<file path="config.mk">
export PLATFORM = sky130hd
export DESIGN_NAME = cyclic_deadline_monitor_flat
export DESIGN_NICKNAME = d
export VERILOG_FILES = /design/src/rtl/core/cdm_pkg.sv /design/src/rtl/core/cdm_req_if.sv /design/src/rtl/core/cdm_rsp_if.sv /design/src/rtl/core/cdm_csr.sv /design/src/rtl/core/cdm_front.sv /design/src/rtl/core/cdm_eval.sv /design/src/rtl/core/cyclic_deadline_monitor.sv /design/src/flat_wrapper.sv
export VERILOG_INCLUDE_DIRS = /design/src /design/src/rtl/core
export SDC_FILE = /design/constraint.sdc
export NUM_CORES = 2
export LEC_CHECK = 0
export BUFFER_PORTS_ARGS = -buffer_cell sky130_fd_sc_hd__buf_4
export CAP_MARGIN = 30
export CORE_AREA = 2 2 309 541
export DETAILED_ROUTE_END_ITERATION = 10
export DIE_AREA = 0 0 311 543
export GPL_TIMING_DRIVEN = 0
export SYNTH_ARGS = -nofsm -noshare
export SYNTH_HDL_FRONTEND = slang
export SYNTH_HIERARCHICAL = 1
export SYNTH_SLANG_ARGS = --single-unit
</file>
<file path="constraint.sdc">
create_clock -name clock -period 12.2 [get_ports clock]
set_input_delay 1.22 -clock clock [delete_from_list [all_inputs] [get_ports clock]]
set_output_delay 1.22 -clock clock [all_outputs]
set_load 0.01 [all_outputs]
</file>
<file path="src/rtl/core/cyclic_deadline_monitor_assert.svh">
// assertion macros of the cyclic deadline monitor rtl
`ifndef CYCLIC_DEADLINE_MONITOR_ASSERT_SVH
`define CYCLIC_DEADLINE_MONITOR_ASSERT_SVH

// same-cycle implication, clocked on clock, off during reset
`define CDM_ASSERT_IMPL(name, ante, cons, msg) \
   name: assert property (@(posedge clock) disable iff (reset) (ante) |-> (cons)) \
      else $error(msg);

// next-cycle implication, clocked on clock, off during reset
`define CDM_ASSERT_NEXT(name, ante, cons, msg) \
   name: assert property (@(posedge clock) disable iff (reset) (ante) |=> (cons)) \
      else $error(msg);

`endif

</file>
<file path="src/rtl/core/cdm_pkg.sv">
// types and constants of the cyclic deadline monitor
`default_nettype none

package cdm_pkg;

   localparam int unsigned WAKE_W     = 63;
   localparam int unsigned EXEC_W     = 32;
   localparam int unsigned PERIOD_W   = 32;
   localparam int unsigned OUT_W      = 64;
   localparam int unsigned COUNT_W    = 32;
   localparam int unsigned CSR_IDX_W  = 2;
   localparam int unsigned CSR_DATA_W = 63;

   // period / 10 as (period * RECIP10) >> RECIP10_SHIFT, exact for 32-bit periods
   localparam int unsigned  PERIOD_DIVISOR = 10;
   localparam logic [31:0]  RECIP10        = 32'hCCCC_CCCD;
   localparam int unsigned  RECIP10_SHIFT  = 35;
   localparam int unsigned  DIV10_W        = 64 - RECIP10_SHIFT;

   localparam logic [PERIOD_W-1:0] PERIOD_RESET = 32'd1000000;
   localparam logic [DIV10_W-1:0]  DIV10_RESET  = DIV10_W'(1000000 / PERIOD_DIVISOR);

   localparam logic [OUT_W-1:0] SIGN64 = {1'b1, {(OUT_W-1){1'b0}}};

   typedef enum logic [CSR_IDX_W-1:0] {
      CSR_PERIOD    = 2'd0,
      CSR_THRESHOLD = 2'd1,
      CSR_ORIGIN    = 2'd2
   } csr_index_type;

   typedef struct packed {
      logic [PERIOD_W-1:0] period;
      logic [PERIOD_W-1:0] threshold;   // effective threshold, default already applied
      logic [WAKE_W-1:0]   origin;
   } cfg_type;

   typedef struct packed {
      logic [WAKE_W-1:0] wake;
      logic [EXEC_W-1:0] exec;
      logic              first;
      logic [OUT_W-1:0]  wake_delta;    // wake minus previous wake, two's complement
   } front_type;

   typedef struct packed {
      logic [OUT_W-1:0]   wake_lag;
      logic [OUT_W-1:0]   cycle_jitter;
      logic               error_valid;
      logic               overrun;
      logic               missed_deadline;
      logic [COUNT_W-1:0] cycle_count;
      logic [COUNT_W-1:0] overrun_count;
      logic [COUNT_W-1:0] missed_count;
   } result_type;

endpackage

`default_nettype wire

</file>
<file path="src/rtl/core/cdm_req_if.sv">
// input channel of the cyclic deadline monitor
`default_nettype none

interface cdm_req_if;
   logic                           valid;
   logic                           ready;
   logic [cdm_pkg::WAKE_W-1:0]     wake_time;
   logic [cdm_pkg::EXEC_W-1:0]     exec_time;
   logic                           first_cycle;

   modport source (output valid, output wake_time, output exec_time, output first_cycle,
                   input ready);
   modport sink   (input valid, input wake_time, input exec_time, input first_cycle,
                   output ready);
endinterface

`default_nettype wire

</file>
<file path="src/rtl/core/cdm_rsp_if.sv">
// result channel of the cyclic deadline monitor
`default_nettype none

interface cdm_rsp_if;
   logic                          valid;
   logic                          ready;
   logic [cdm_pkg::OUT_W-1:0]     wake_lag;
   logic [cdm_pkg::OUT_W-1:0]     cycle_jitter;
   logic                          error_valid;
   logic                          overrun;
   logic                          missed_deadline;
   logic [cdm_pkg::COUNT_W-1:0]   cycle_count;
   logic [cdm_pkg::COUNT_W-1:0]   overrun_count;
   logic [cdm_pkg::COUNT_W-1:0]   missed_count;

   modport source (output valid, output wake_lag, output cycle_jitter,
                   output error_valid, output overrun, output missed_deadline,
                   output cycle_count, output overrun_count, output missed_count,
                   input ready);
   modport sink   (input valid, input wake_lag, input cycle_jitter,
                   input error_valid, input overrun, input missed_deadline,
                   input cycle_count, input overrun_count, input missed_count,
                   output ready);
endinterface

`default_nettype wire

</file>
<file path="src/rtl/core/cdm_csr.sv">
// configuration registers and period/10 threshold default
`default_nettype none

module cdm_csr (
   input  wire logic                              clock,
   input  wire logic                              reset,
   input  wire logic                              csr_wr_en,
   input  wire logic [cdm_pkg::CSR_IDX_W-1:0]     csr_index,
   input  wire logic [cdm_pkg::CSR_DATA_W-1:0]    csr_wdata,
   output cdm_pkg::cfg_type                       cfg
);

   logic [cdm_pkg::PERIOD_W-1:0] period_ff, period_in;
   logic [cdm_pkg::PERIOD_W-1:0] threshold_ff, threshold_in;
   logic [cdm_pkg::WAKE_W-1:0]   origin_ff, origin_in;
   logic [cdm_pkg::DIV10_W-1:0]  div10_ff, div10_in;
   logic [63:0]                  product;

   // reciprocal multiply straight off the write data, registered with the period
   assign product = 64'(csr_wdata[cdm_pkg::PERIOD_W-1:0]) * 64'(cdm_pkg::RECIP10);

   always_comb begin
      period_in    = period_ff;
      threshold_in = threshold_ff;
      origin_in    = origin_ff;
      div10_in     = div10_ff;
      if (csr_wr_en) begin
         case (cdm_pkg::csr_index_type'(csr_index))
            cdm_pkg::CSR_PERIOD: begin
               period_in = csr_wdata[cdm_pkg::PERIOD_W-1:0];
               div10_in  = product[63:cdm_pkg::RECIP10_SHIFT];
            end
            cdm_pkg::CSR_THRESHOLD: begin
               threshold_in = csr_wdata[cdm_pkg::PERIOD_W-1:0];
            end
            cdm_pkg::CSR_ORIGIN: begin
               origin_in = csr_wdata[cdm_pkg::WAKE_W-1:0];
            end
            default: begin
            end
         endcase
      end
   end

   always_ff @(posedge clock) begin
      if (reset) begin
         period_ff    <= cdm_pkg::PERIOD_RESET;
         threshold_ff <= '0;
         origin_ff    <= '0;
         div10_ff     <= cdm_pkg::DIV10_RESET;
      end else begin
         period_ff    <= period_in;
         threshold_ff <= threshold_in;
         origin_ff    <= origin_in;
         div10_ff     <= div10_in;
      end
   end

   assign cfg.period    = period_ff;
   assign cfg.threshold = (threshold_ff == '0) ? cdm_pkg::PERIOD_W'(div10_ff) : threshold_ff;
   assign cfg.origin    = origin_ff;

endmodule

`default_nettype wire

</file>
<file path="src/rtl/core/cdm_front.sv">
// input register with wake-to-wake delta
`default_nettype none

module cdm_front (
   input  wire logic                           clock,
   input  wire logic                           reset,
   input  wire logic                           accept,
   input  wire logic                           advance,
   input  wire logic [cdm_pkg::WAKE_W-1:0]     wake,
   input  wire logic [cdm_pkg::EXEC_W-1:0]     exec,
   input  wire logic                           first,
   input  wire logic [cdm_pkg::WAKE_W-1:0]     last_wake,
   output logic                                valid,
   output cdm_pkg::front_type                  item
);

   logic                  valid_ff, valid_in;
   cdm_pkg::front_type    item_ff, item_in;
   logic [cdm_pkg::WAKE_W-1:0] prev_wake;

   // previous word is still held here if not yet evaluated
   assign prev_wake = valid_ff ? item_ff.wake : last_wake;

   always_comb begin
      item_in            = item_ff;
      item_in.wake       = wake;
      item_in.exec       = exec;
      item_in.first      = first;
      item_in.wake_delta = {1'b0, wake} - {1'b0, prev_wake};
      valid_in = accept ? 1'b1 : (advance ? 1'b0 : valid_ff);
   end

   always_ff @(posedge clock) begin
      if (reset) begin
         valid_ff <= 1'b0;
      end else begin
         valid_ff <= valid_in;
      end
   end

   always_ff @(posedge clock) begin
      if (accept) begin
         item_ff <= item_in;
      end
   end

   assign valid = valid_ff;
   assign item  = item_ff;

endmodule

`default_nettype wire

</file>
<file path="src/rtl/core/cdm_eval.sv">
// deadline, error, flags and run counters for one word
`default_nettype none

module cdm_eval #(
   parameter int unsigned COUNTER_WIDTH = 32
) (
   input  wire logic                           clock,
   input  wire logic                           reset,
   input  wire logic                           advance,
   input  wire cdm_pkg::front_type             item,
   input  wire cdm_pkg::cfg_type               cfg,
   output cdm_pkg::result_type                 result,
   output logic [cdm_pkg::WAKE_W-1:0]          last_wake
);

   localparam logic [COUNTER_WIDTH-1:0] CNT_MAX = '1;
   localparam logic [COUNTER_WIDTH-1:0] CNT_ONE = COUNTER_WIDTH'(1);

   logic [cdm_pkg::OUT_W-1:0]  next_deadline_ff, next_deadline_in;
   logic [cdm_pkg::WAKE_W-1:0] last_wake_ff, last_wake_in;
   logic [COUNTER_WIDTH-1:0]   cycles_ff, cycles_in;
   logic [COUNTER_WIDTH-1:0]   overruns_ff, overruns_in;
   logic [COUNTER_WIDTH-1:0]   misses_ff, misses_in;

   logic                       start;
   logic [cdm_pkg::OUT_W-1:0]  deadline;
   logic [cdm_pkg::OUT_W:0]    lat_full;
   logic [cdm_pkg::OUT_W:0]    err_full;
   logic [cdm_pkg::OUT_W:0]    deadline_sum;
   logic [33:0]                bound_hi;
   logic [33:0]                bound_lo;
   logic                       over;
   logic                       missed;
   logic [COUNTER_WIDTH-1:0]   over_base;
   logic [COUNTER_WIDTH-1:0]   miss_base;

   always_comb begin
      start    = item.first || (cycles_ff == '0);
      deadline = start ? {1'b0, cfg.origin} : next_deadline_ff;

      // below -2^63 clamps to the most negative value
      lat_full = {2'b00, item.wake} - {1'b0, deadline};
      err_full = {item.wake_delta[cdm_pkg::OUT_W-1], item.wake_delta}
               - {33'b0, cfg.period};

      // |delta - period| > thr  <=>  delta > period + thr  or  delta < period - thr
      bound_hi = {2'b00, cfg.period} + {2'b00, cfg.threshold};
      bound_lo = {2'b00, cfg.period} - {2'b00, cfg.threshold};
      over = !start &&
             (($signed(item.wake_delta) > $signed({30'b0, bound_hi})) ||
              ($signed(item.wake_delta) < $signed({{30{bound_lo[33]}}, bound_lo})));
      missed = item.exec > cfg.period;

      over_base = start ? '0 : overruns_ff;
      miss_base = start ? '0 : misses_ff;
      cycles_in   = start ? CNT_ONE
                          : ((cycles_ff == CNT_MAX) ? cycles_ff : cycles_ff + CNT_ONE);
      overruns_in = (over && (over_base != CNT_MAX)) ? over_base + CNT_ONE : over_base;
      misses_in   = (missed && (miss_base != CNT_MAX)) ? miss_base + CNT_ONE : miss_base;

      deadline_sum     = {1'b0, deadline} + {33'b0, cfg.period};
      next_deadline_in = deadline_sum[cdm_pkg::OUT_W] ? '1
                                                      : deadline_sum[cdm_pkg::OUT_W-1:0];
      last_wake_in     = item.wake;

      result.wake_lag = (lat_full[cdm_pkg::OUT_W] && !lat_full[cdm_pkg::OUT_W-1])
                        ? cdm_pkg::SIGN64 : lat_full[cdm_pkg::OUT_W-1:0];
      if (start) begin
         result.cycle_jitter = '0;
      end else if (err_full[cdm_pkg::OUT_W] && !err_full[cdm_pkg::OUT_W-1]) begin
         result.cycle_jitter = cdm_pkg::SIGN64;
      end else begin
         result.cycle_jitter = err_full[cdm_pkg::OUT_W-1:0];
      end
      result.error_valid     = !start;
      result.overrun         = over;
      result.missed_deadline = missed;
      result.cycle_count     = cdm_pkg::COUNT_W'(cycles_in);
      result.overrun_count   = cdm_pkg::COUNT_W'(overruns_in);
      result.missed_count    = cdm_pkg::COUNT_W'(misses_in);
   end

   always_ff @(posedge clock) begin
      if (reset) begin
         next_deadline_ff <= '0;
         last_wake_ff     <= '0;
         cycles_ff        <= '0;
         overruns_ff      <= '0;
         misses_ff        <= '0;
      end else if (advance) begin
         next_deadline_ff <= next_deadline_in;
         last_wake_ff     <= last_wake_in;
         cycles_ff        <= cycles_in;
         overruns_ff      <= overruns_in;
         misses_ff        <= misses_in;
      end
   end

   assign last_wake = last_wake_ff;

endmodule

`default_nettype wire

</file>
<file path="src/rtl/core/cyclic_deadline_monitor.sv">
// top level of the cyclic deadline monitor
//
//   port       dir   kind                 contents
//   req_chan   in    valid/ready word     wake_time, exec_time, first_cycle
//   rsp_chan   out   valid/ready word     latency, period error, flags, run counts
//   csr_*      in    write-only regs      period_ns, overrun_threshold_ns, origin_time
//
// one word per clock sustained while rsp takes every result; an accepted word goes
// into the input register, then through the evaluate stage into the result register
// the evaluate stage's state loop (deadline, last wake, counters) updates on every evaluated word
// synchronous active-high reset: deadline, last wake and counters to zero, period to 1 ms
// rsp stall holds the result register; the input register still takes a word while empty
`default_nettype none
`include "cyclic_deadline_monitor_assert.svh"

module cyclic_deadline_monitor #(
   parameter int unsigned COUNTER_WIDTH = 32
) (
   input  wire logic                              clock,
   input  wire logic                              reset,
   cdm_req_if.sink                                req_chan,
   cdm_rsp_if.source                              rsp_chan,
   input  wire logic                              csr_wr_en,
   input  wire logic [cdm_pkg::CSR_IDX_W-1:0]     csr_index,
   input  wire logic [cdm_pkg::CSR_DATA_W-1:0]    csr_wdata
);

   cdm_pkg::cfg_type      cfg;
   cdm_pkg::front_type    front_item;
   cdm_pkg::result_type   eval_result;
   logic                  front_valid;
   logic [cdm_pkg::WAKE_W-1:0] last_wake;

   logic                  accept;
   logic                  fire;          // evaluate stage moves a word into the result reg
   logic                  rsp_valid_ff, rsp_valid_in;
   cdm_pkg::result_type   rsp_data_ff;

   // config registers, threshold default resolved here
   cdm_csr u_csr (
      .clock     (clock),
      .reset     (reset),
      .csr_wr_en (csr_wr_en),
      .csr_index (csr_index),
      .csr_wdata (csr_wdata),
      .cfg       (cfg)
   );

   // handshake: result reg free or draining lets the evaluate stage go
   assign fire           = front_valid && (!rsp_valid_ff || rsp_chan.ready);
   assign req_chan.ready = !front_valid || fire;
   assign accept         = req_chan.valid && req_chan.ready;

   // input register, also forms wake minus previous wake
   cdm_front u_front (
      .clock     (clock),
      .reset     (reset),
      .accept    (accept),
      .advance   (fire),
      .wake      (req_chan.wake_time),
      .exec      (req_chan.exec_time),
      .first     (req_chan.first_cycle),
      .last_wake (last_wake),
      .valid     (front_valid),
      .item      (front_item)
   );

   // run state and the per-word result
   cdm_eval #(
      .COUNTER_WIDTH (COUNTER_WIDTH)
   ) u_eval (
      .clock     (clock),
      .reset     (reset),
      .advance   (fire),
      .item      (front_item),
      .cfg       (cfg),
      .result    (eval_result),
      .last_wake (last_wake)
   );

   // result register
   assign rsp_valid_in = fire ? 1'b1 : (rsp_chan.ready ? 1'b0 : rsp_valid_ff);

   always_ff @(posedge clock) begin
      if (reset) begin
         rsp_valid_ff <= 1'b0;
      end else begin
         rsp_valid_ff <= rsp_valid_in;
      end
   end

   always_ff @(posedge clock) begin
      if (fire) begin
         rsp_data_ff <= eval_result;
      end
   end

   assign rsp_chan.valid           = rsp_valid_ff;
   assign rsp_chan.wake_lag        = rsp_data_ff.wake_lag;
   assign rsp_chan.cycle_jitter    = rsp_data_ff.cycle_jitter;
   assign rsp_chan.error_valid     = rsp_data_ff.error_valid;
   assign rsp_chan.overrun         = rsp_data_ff.overrun;
   assign rsp_chan.missed_deadline = rsp_data_ff.missed_deadline;
   assign rsp_chan.cycle_count     = rsp_data_ff.cycle_count;
   assign rsp_chan.overrun_count   = rsp_data_ff.overrun_count;
   assign rsp_chan.missed_count    = rsp_data_ff.missed_count;

   // an evaluated word always shows up on rsp the next cycle
   `CDM_ASSERT_NEXT(a_fire_loads_rsp, fire, rsp_valid_ff, "evaluated word not presented")

   // a run start reports a zero error and no overrun
   `CDM_ASSERT_IMPL(a_start_no_error, rsp_valid_ff && !rsp_data_ff.error_valid,
      !rsp_data_ff.overrun && (rsp_data_ff.cycle_jitter == '0), "error on run start")

   // a first-of-run word restarts the cycle count at one
   `CDM_ASSERT_NEXT(a_first_count_one, fire && front_item.first,
      rsp_data_ff.cycle_count == cdm_pkg::COUNT_W'(1), "run start count not one")

endmodule

`default_nettype wire

</file>
<file path="src/flat_wrapper.sv">
// flat-port wrapper written by rule: the top's interface ports become plain ports
module cyclic_deadline_monitor_flat 
#(
   parameter int unsigned COUNTER_WIDTH = 32
)
  (clock, reset, csr_wr_en, csr_index, csr_wdata, req_chan_valid, req_chan_wake_time, req_chan_exec_time, req_chan_first_cycle, req_chan_ready, rsp_chan_valid, rsp_chan_wake_lag, rsp_chan_cycle_jitter, rsp_chan_error_valid, rsp_chan_overrun, rsp_chan_missed_deadline, rsp_chan_cycle_count, rsp_chan_overrun_count, rsp_chan_missed_count, rsp_chan_ready);
  cdm_req_if req_chan_i ();
  cdm_rsp_if rsp_chan_i ();
  input  wire logic clock;
  input  wire logic reset;
  input  wire logic csr_wr_en;
  input  wire logic [cdm_pkg::CSR_IDX_W-1:0] csr_index;
  input  wire logic [cdm_pkg::CSR_DATA_W-1:0] csr_wdata;
  input wire logic [$bits(req_chan_i.valid)-1:0] req_chan_valid;
  input wire logic [$bits(req_chan_i.wake_time)-1:0] req_chan_wake_time;
  input wire logic [$bits(req_chan_i.exec_time)-1:0] req_chan_exec_time;
  input wire logic [$bits(req_chan_i.first_cycle)-1:0] req_chan_first_cycle;
  output wire logic [$bits(req_chan_i.ready)-1:0] req_chan_ready;
  output wire logic [$bits(rsp_chan_i.valid)-1:0] rsp_chan_valid;
  output wire logic [$bits(rsp_chan_i.wake_lag)-1:0] rsp_chan_wake_lag;
  output wire logic [$bits(rsp_chan_i.cycle_jitter)-1:0] rsp_chan_cycle_jitter;
  output wire logic [$bits(rsp_chan_i.error_valid)-1:0] rsp_chan_error_valid;
  output wire logic [$bits(rsp_chan_i.overrun)-1:0] rsp_chan_overrun;
  output wire logic [$bits(rsp_chan_i.missed_deadline)-1:0] rsp_chan_missed_deadline;
  output wire logic [$bits(rsp_chan_i.cycle_count)-1:0] rsp_chan_cycle_count;
  output wire logic [$bits(rsp_chan_i.overrun_count)-1:0] rsp_chan_overrun_count;
  output wire logic [$bits(rsp_chan_i.missed_count)-1:0] rsp_chan_missed_count;
  input wire logic [$bits(rsp_chan_i.ready)-1:0] rsp_chan_ready;
  assign req_chan_i.valid = req_chan_valid;
  assign req_chan_i.wake_time = req_chan_wake_time;
  assign req_chan_i.exec_time = req_chan_exec_time;
  assign req_chan_i.first_cycle = req_chan_first_cycle;
  assign req_chan_ready = req_chan_i.ready;
  assign rsp_chan_valid = rsp_chan_i.valid;
  assign rsp_chan_wake_lag = rsp_chan_i.wake_lag;
  assign rsp_chan_cycle_jitter = rsp_chan_i.cycle_jitter;
  assign rsp_chan_error_valid = rsp_chan_i.error_valid;
  assign rsp_chan_overrun = rsp_chan_i.overrun;
  assign rsp_chan_missed_deadline = rsp_chan_i.missed_deadline;
  assign rsp_chan_cycle_count = rsp_chan_i.cycle_count;
  assign rsp_chan_overrun_count = rsp_chan_i.overrun_count;
  assign rsp_chan_missed_count = rsp_chan_i.missed_count;
  assign rsp_chan_i.ready = rsp_chan_ready;
  cyclic_deadline_monitor #(.COUNTER_WIDTH(COUNTER_WIDTH)) u_core (.clock(clock), .reset(reset), .req_chan(req_chan_i), .rsp_chan(rsp_chan_i), .csr_wr_en(csr_wr_en), .csr_index(csr_index), .csr_wdata(csr_wdata));
endmodule
</file>
==> results <==
- The switching power share of the total is 52.7%.
- IR analysis of the VDD net gives a maximum drop of 616 uV.
- The prevailing post-synth register cell is edfxtp_1.
- The number of hold violations in the final report is 0.
- On the critical path, the stage with the largest delay is an instance of nand4_1.
- Setup repair after global routing left no endpoint under its margin.
- The number of pins with negative max-slew slack in the final report is 0.
- The post-synthesis instance total is 7,078.
- Global routing used 30.3% of the available tracks.
- The net count of the finished layout is 8,880.
- The first global-routing pass estimated 373,000 um of wire.
- Of all flip-flops after synthesis, the portion carrying an async set or reset was 0%.
- Gates resized during post-CTS repair numbered 0.
- The library cells used most frequently in the layout, excluding fill and tap cells, are 773 x inv_1, 737 x ha_1, 672 x nand2_1, 554 x nor2_1, 543 x a21oi_1.
- The internal power is 11.0 mW.
- After synthesis the cells add up to 65,400 sq um.
- The type of element capturing the critical path is a flop.
- In this design, the critical path's most frequently occurring cell is buf_2.
- The instance count after placement with tap cells included is 9,698.
- The via total after detailed routing is 55,200.
- The total grt overflow is 0.
- After clock tree synthesis, the clock-pin slew on the worst setup and hold paths is 0.07 ns.
- After layout, the worst path uses 84.5% of the clock period.
- Leaving out fill and tap cells, the most frequent cell in the layout is inv_1.
- The final standard cell area without fillers is 74,300 sq um.
- In the final timing run, aggregate negative setup slack is 0 ns.
- The worst setup margin is 1.89 ns.
- For the pin with the worst max-slew slack, the measured transition is 1.14 ns.
- The total of hold buffers inserted after clock tree synthesis is 0.
- The die covers 169,000 sq um.
- Headroom to the max-slew limit came out at 24.0%.
- The routing layer with the top usage in global route is met2.
- The worst hold path belongs to the class reg2reg.
- The highest cell delay on the worst timing path is 0.78 ns.
- The number of cells on the worst hold path is 2.
- The TritonCTS clock tree is built.
- For this design, the sink count on the clock tree is 768.
- The required time of the worst setup path is 12.63 ns.
- The maximum clock frequency is 0.0970 GHz.
- After detailed routing, the number of remaining DRC violations is 0.
- The worst path needs 10.31 ns of the cycle, external delays included.
- The run finished with clean final reports.
- The final cell count without fillers is 9,840.
- Input and output buffers added on the ports amount to 394.
- The clock latency at the later pin of the worst-skew pair is 0.71 ns.
- Total power for the finished layout comes to 23.3 mW.
- The unique cell type count in the Yosys netlist is 118.
- The number of synthesis warnings is 6.
- The number of antenna violations at the first check in global routing is 16.
- The core region area is 164,000 sq um.
- The count of endpoints failing setup in the final report is 0.
- The via count of the first global-routing pass is 56,700.
- The power density over the cells is 314 nW/um^2.
- Sequential cells burn 13.5% of the power.
- A synthesized cell averages 9.25 sq um.
- The total number of H-tree levels is 3.
- The detailed-route wire length is 261,000 um.
- The weighted congestion reported at the end of routability-driven placement is 1.00.
- Synthesis produced a netlist with a net count of 8,373.
- Pin placement for this block handled 395 I/O pins.
- At the placement stage, the worst setup path has a slack of 2.22 ns.
- The number of nets with antenna violations after detailed routing is 0.
- The startpoint-to-endpoint class of the critical path is reg2reg.
- The cell at the root of the clock tree is clkbuf_16.
- The horizontal die dimension is 311 um.
- The cell area after placement is 71,800 sq um.
- The clock arrives with 0.0572 ns of skew.
- The static power due to leakage is 32.2 nW.
- The floorplan has 197 rows.
- For this run, the share of the core covered by cells in the final layout is 45.3%.
- The DRC marker count from the first detailed-route iteration is 3,852.
- The initial core utilization is 39.9%.
- The final HPWL from detailed placement is 221,000 um.
- The worst register-to-register path has a depth of 29.
- In this run, the combinational gates consume 76.2% of the power.
- The routing usage on met3 is 4.34%.
- The maximum number of pins on one net before global-route repair is 37.
- The worst setup path is launched from a flop.
- The detail-routed net length per standard cell is 26.6 um.
- The share of the Yosys chip area taken by registers is 29.4%.
- The share of post-route cells with drive strength above 1 is 9.42%.
- Buffers inserted during clock tree synthesis total 73.
- The number of register bits inferred by synthesis is 768.
- The number of enable flip-flop cells after synthesis is 387.
- The largest buffer count on any clock path is 3.
- The die extent in y is 543 um.
- The first detailed-routing pass ran for 7 iterations.
- Data arrives at the worst endpoint at 10.74 ns.
- Global routing consumed, on the met1 layer, 27.4% of the routing resources.
- The switching power of the nets is 12.3 mW.
- From synthesis to final layout, the design area changed by 13.6%.
- For met2 alone, demand over resource in global routing was 57.1%.
- The via count normalized by instance count is 5.61.
- Max-cap violations in this run came to 0.
- In this run the post-CTS setup repair buffer count came out at 0.
- In this run the worst path has a maximum fanout of 10.
- The clock network power share is 10.3%.
- The worst hold-check slack is 0.459 ns.
-- state kept, by name, indices dropped and copies added (netlist names), 29 cells and up --
register,cells
u_core/u_eval/last_wake,63
u_core/u_eval/misses_ff,32
u_core/rsp_chan.cycle_jitter,64
u_core/rsp_chan.cycle_count,32
u_core/u_eval/next_deadline_ff,64
u_core/u_csr/period_ff,32
u_core/u_eval/overruns_ff,32
u_core/u_eval/cycles_ff,32
u_core/u_front/item,160
u_core/u_csr/origin_ff,63
u_core/rsp_chan.overrun_count,32
u_core/rsp_chan.missed_count,32
u_core/u_csr/div10_ff,29
u_core/u_csr/threshold_ff,32
u_core/rsp_chan.wake_lag,64
-- metal layers --
metal  vias to the layer above  wire [um]
li1                      25700          -
met4                        26      30000
met3                       850      12500
met2                      2090     137000
met1                     26500      82100
met5                         -        153
-- worst max-delay path: cells and delay by family, from the launching register on --
kind	cells	cell delay [ns]
simple gates	8	2.08
buf+inv	10	3.55
fa+ha+maj	3	0.60
compound gates	8	3.40
flops	1	0.37
-- kinds of logic (layout without fill, tap and decap cells) --
family | Yosys count | after routing | share of synthesized area, %
xor+xnor | 439 | 439 | 5.88
mux | 191 | 191 | 2.93
compound gates | 1507 | 1507 | 15.1
fa+ha+maj | 1129 | 1129 | 26.1
simple gates | 1994 | 1994 | 14.3
other cells | 0 | 7 | 0
buf+inv | 1050 | 1616 | 6.30
flops | 768 | 768 | 29.4
-- synthesized netlist by cell type (20+ instances only) --
| cell type | number | share of area, % |
|---|---|---|
| a211oi_1 | 60 | 0.69 |
| a21o_1 | 204 | 2.3 |
| a21oi_1 | 544 | 4.2 |
| a31oi_1 | 61 | 0.58 |
| and2_1 | 43 | 0.41 |
| and3_1 | 63 | 0.60 |
| buf_1 | 20 | 0.11 |
| buf_2 | 21 | 0.16 |
| clkbuf_1 | 212 | 1.2 |
| dfxtp_1 | 381 | 12 |
| edfxtp_1 | 387 | 18 |
| fa_1 | 392 | 12 |
| ha_1 | 737 | 14 |
| inv_1 | 772 | 4.4 |
| mux2i_1 | 188 | 2.9 |
| nand2_1 | 672 | 3.9 |
| nand2b_1 | 45 | 0.43 |
| nand3_1 | 130 | 0.99 |
| nand4_1 | 125 | 1.2 |
| nor2_1 | 554 | 3.2 |
| nor2b_1 | 38 | 0.36 |
| nor3_1 | 98 | 0.75 |
| nor4_1 | 52 | 0.50 |
| o211ai_1 | 37 | 0.42 |
| o21a_1 | 44 | 0.50 |
| o21ai_0 | 228 | 1.7 |
| o21bai_1 | 58 | 0.67 |
| o221a_2 | 25 | 0.43 |
| o31ai_1 | 21 | 0.24 |
| or3_1 | 51 | 0.49 |
| or4_1 | 25 | 0.29 |
| xnor2_1 | 237 | 3.2 |
| xor2_1 | 202 | 2.7 |
-- worst paths after layout --
path | slack, ns | startpoint | to
min | 0.46 | u_core/u_csr/origin_ff[9]$_SDFFE_PP0P_ | u_core/u_csr/origin_ff[9]$_SDFFE_PP0P_
min reg2reg | 0.46 | u_core/u_csr/origin_ff[9]$_SDFFE_PP0P_ | u_core/u_csr/origin_ff[9]$_SDFFE_PP0P_
max reg2reg | 1.89 | u_core/u_eval/cycles_ff[0]$_SDFFE_PP0P_ | u_core/rsp_chan.wake_lag[18]$_DFFE_PP_
max | 1.89 | u_core/u_eval/cycles_ff[0]$_SDFFE_PP0P_ | u_core/rsp_chan.wake_lag[18]$_DFFE_PP_
-- layout make-up --
class / count / area, sq um
Fill cell: 16100 / 89800
Multi-Input combinational cell: 5260 / 42100
Sequential cell: 768 / 19200
Timing Repair Buffer: 432 / 3630
Inverter: 774 / 2910
Tap cell: 2189 / 2740
Clock buffer: 97 / 2110
Buffer: 276 / 1220
Clock inverter: 37 / 349
Antenna cell: 7 / 17.5
-- power groups by stage --
stage	registers [mW]	logic [mW]	clock network, mW
floorplan	3.13	12.5	0
global placement	3.23	17.4	0
detailed placement	3.20	17.5	0
CTS	3.15	17.7	2.45
global route	3.16	19.6	2.54
finish	3.15	17.8	2.40
(Power assumes the default switching activity.)
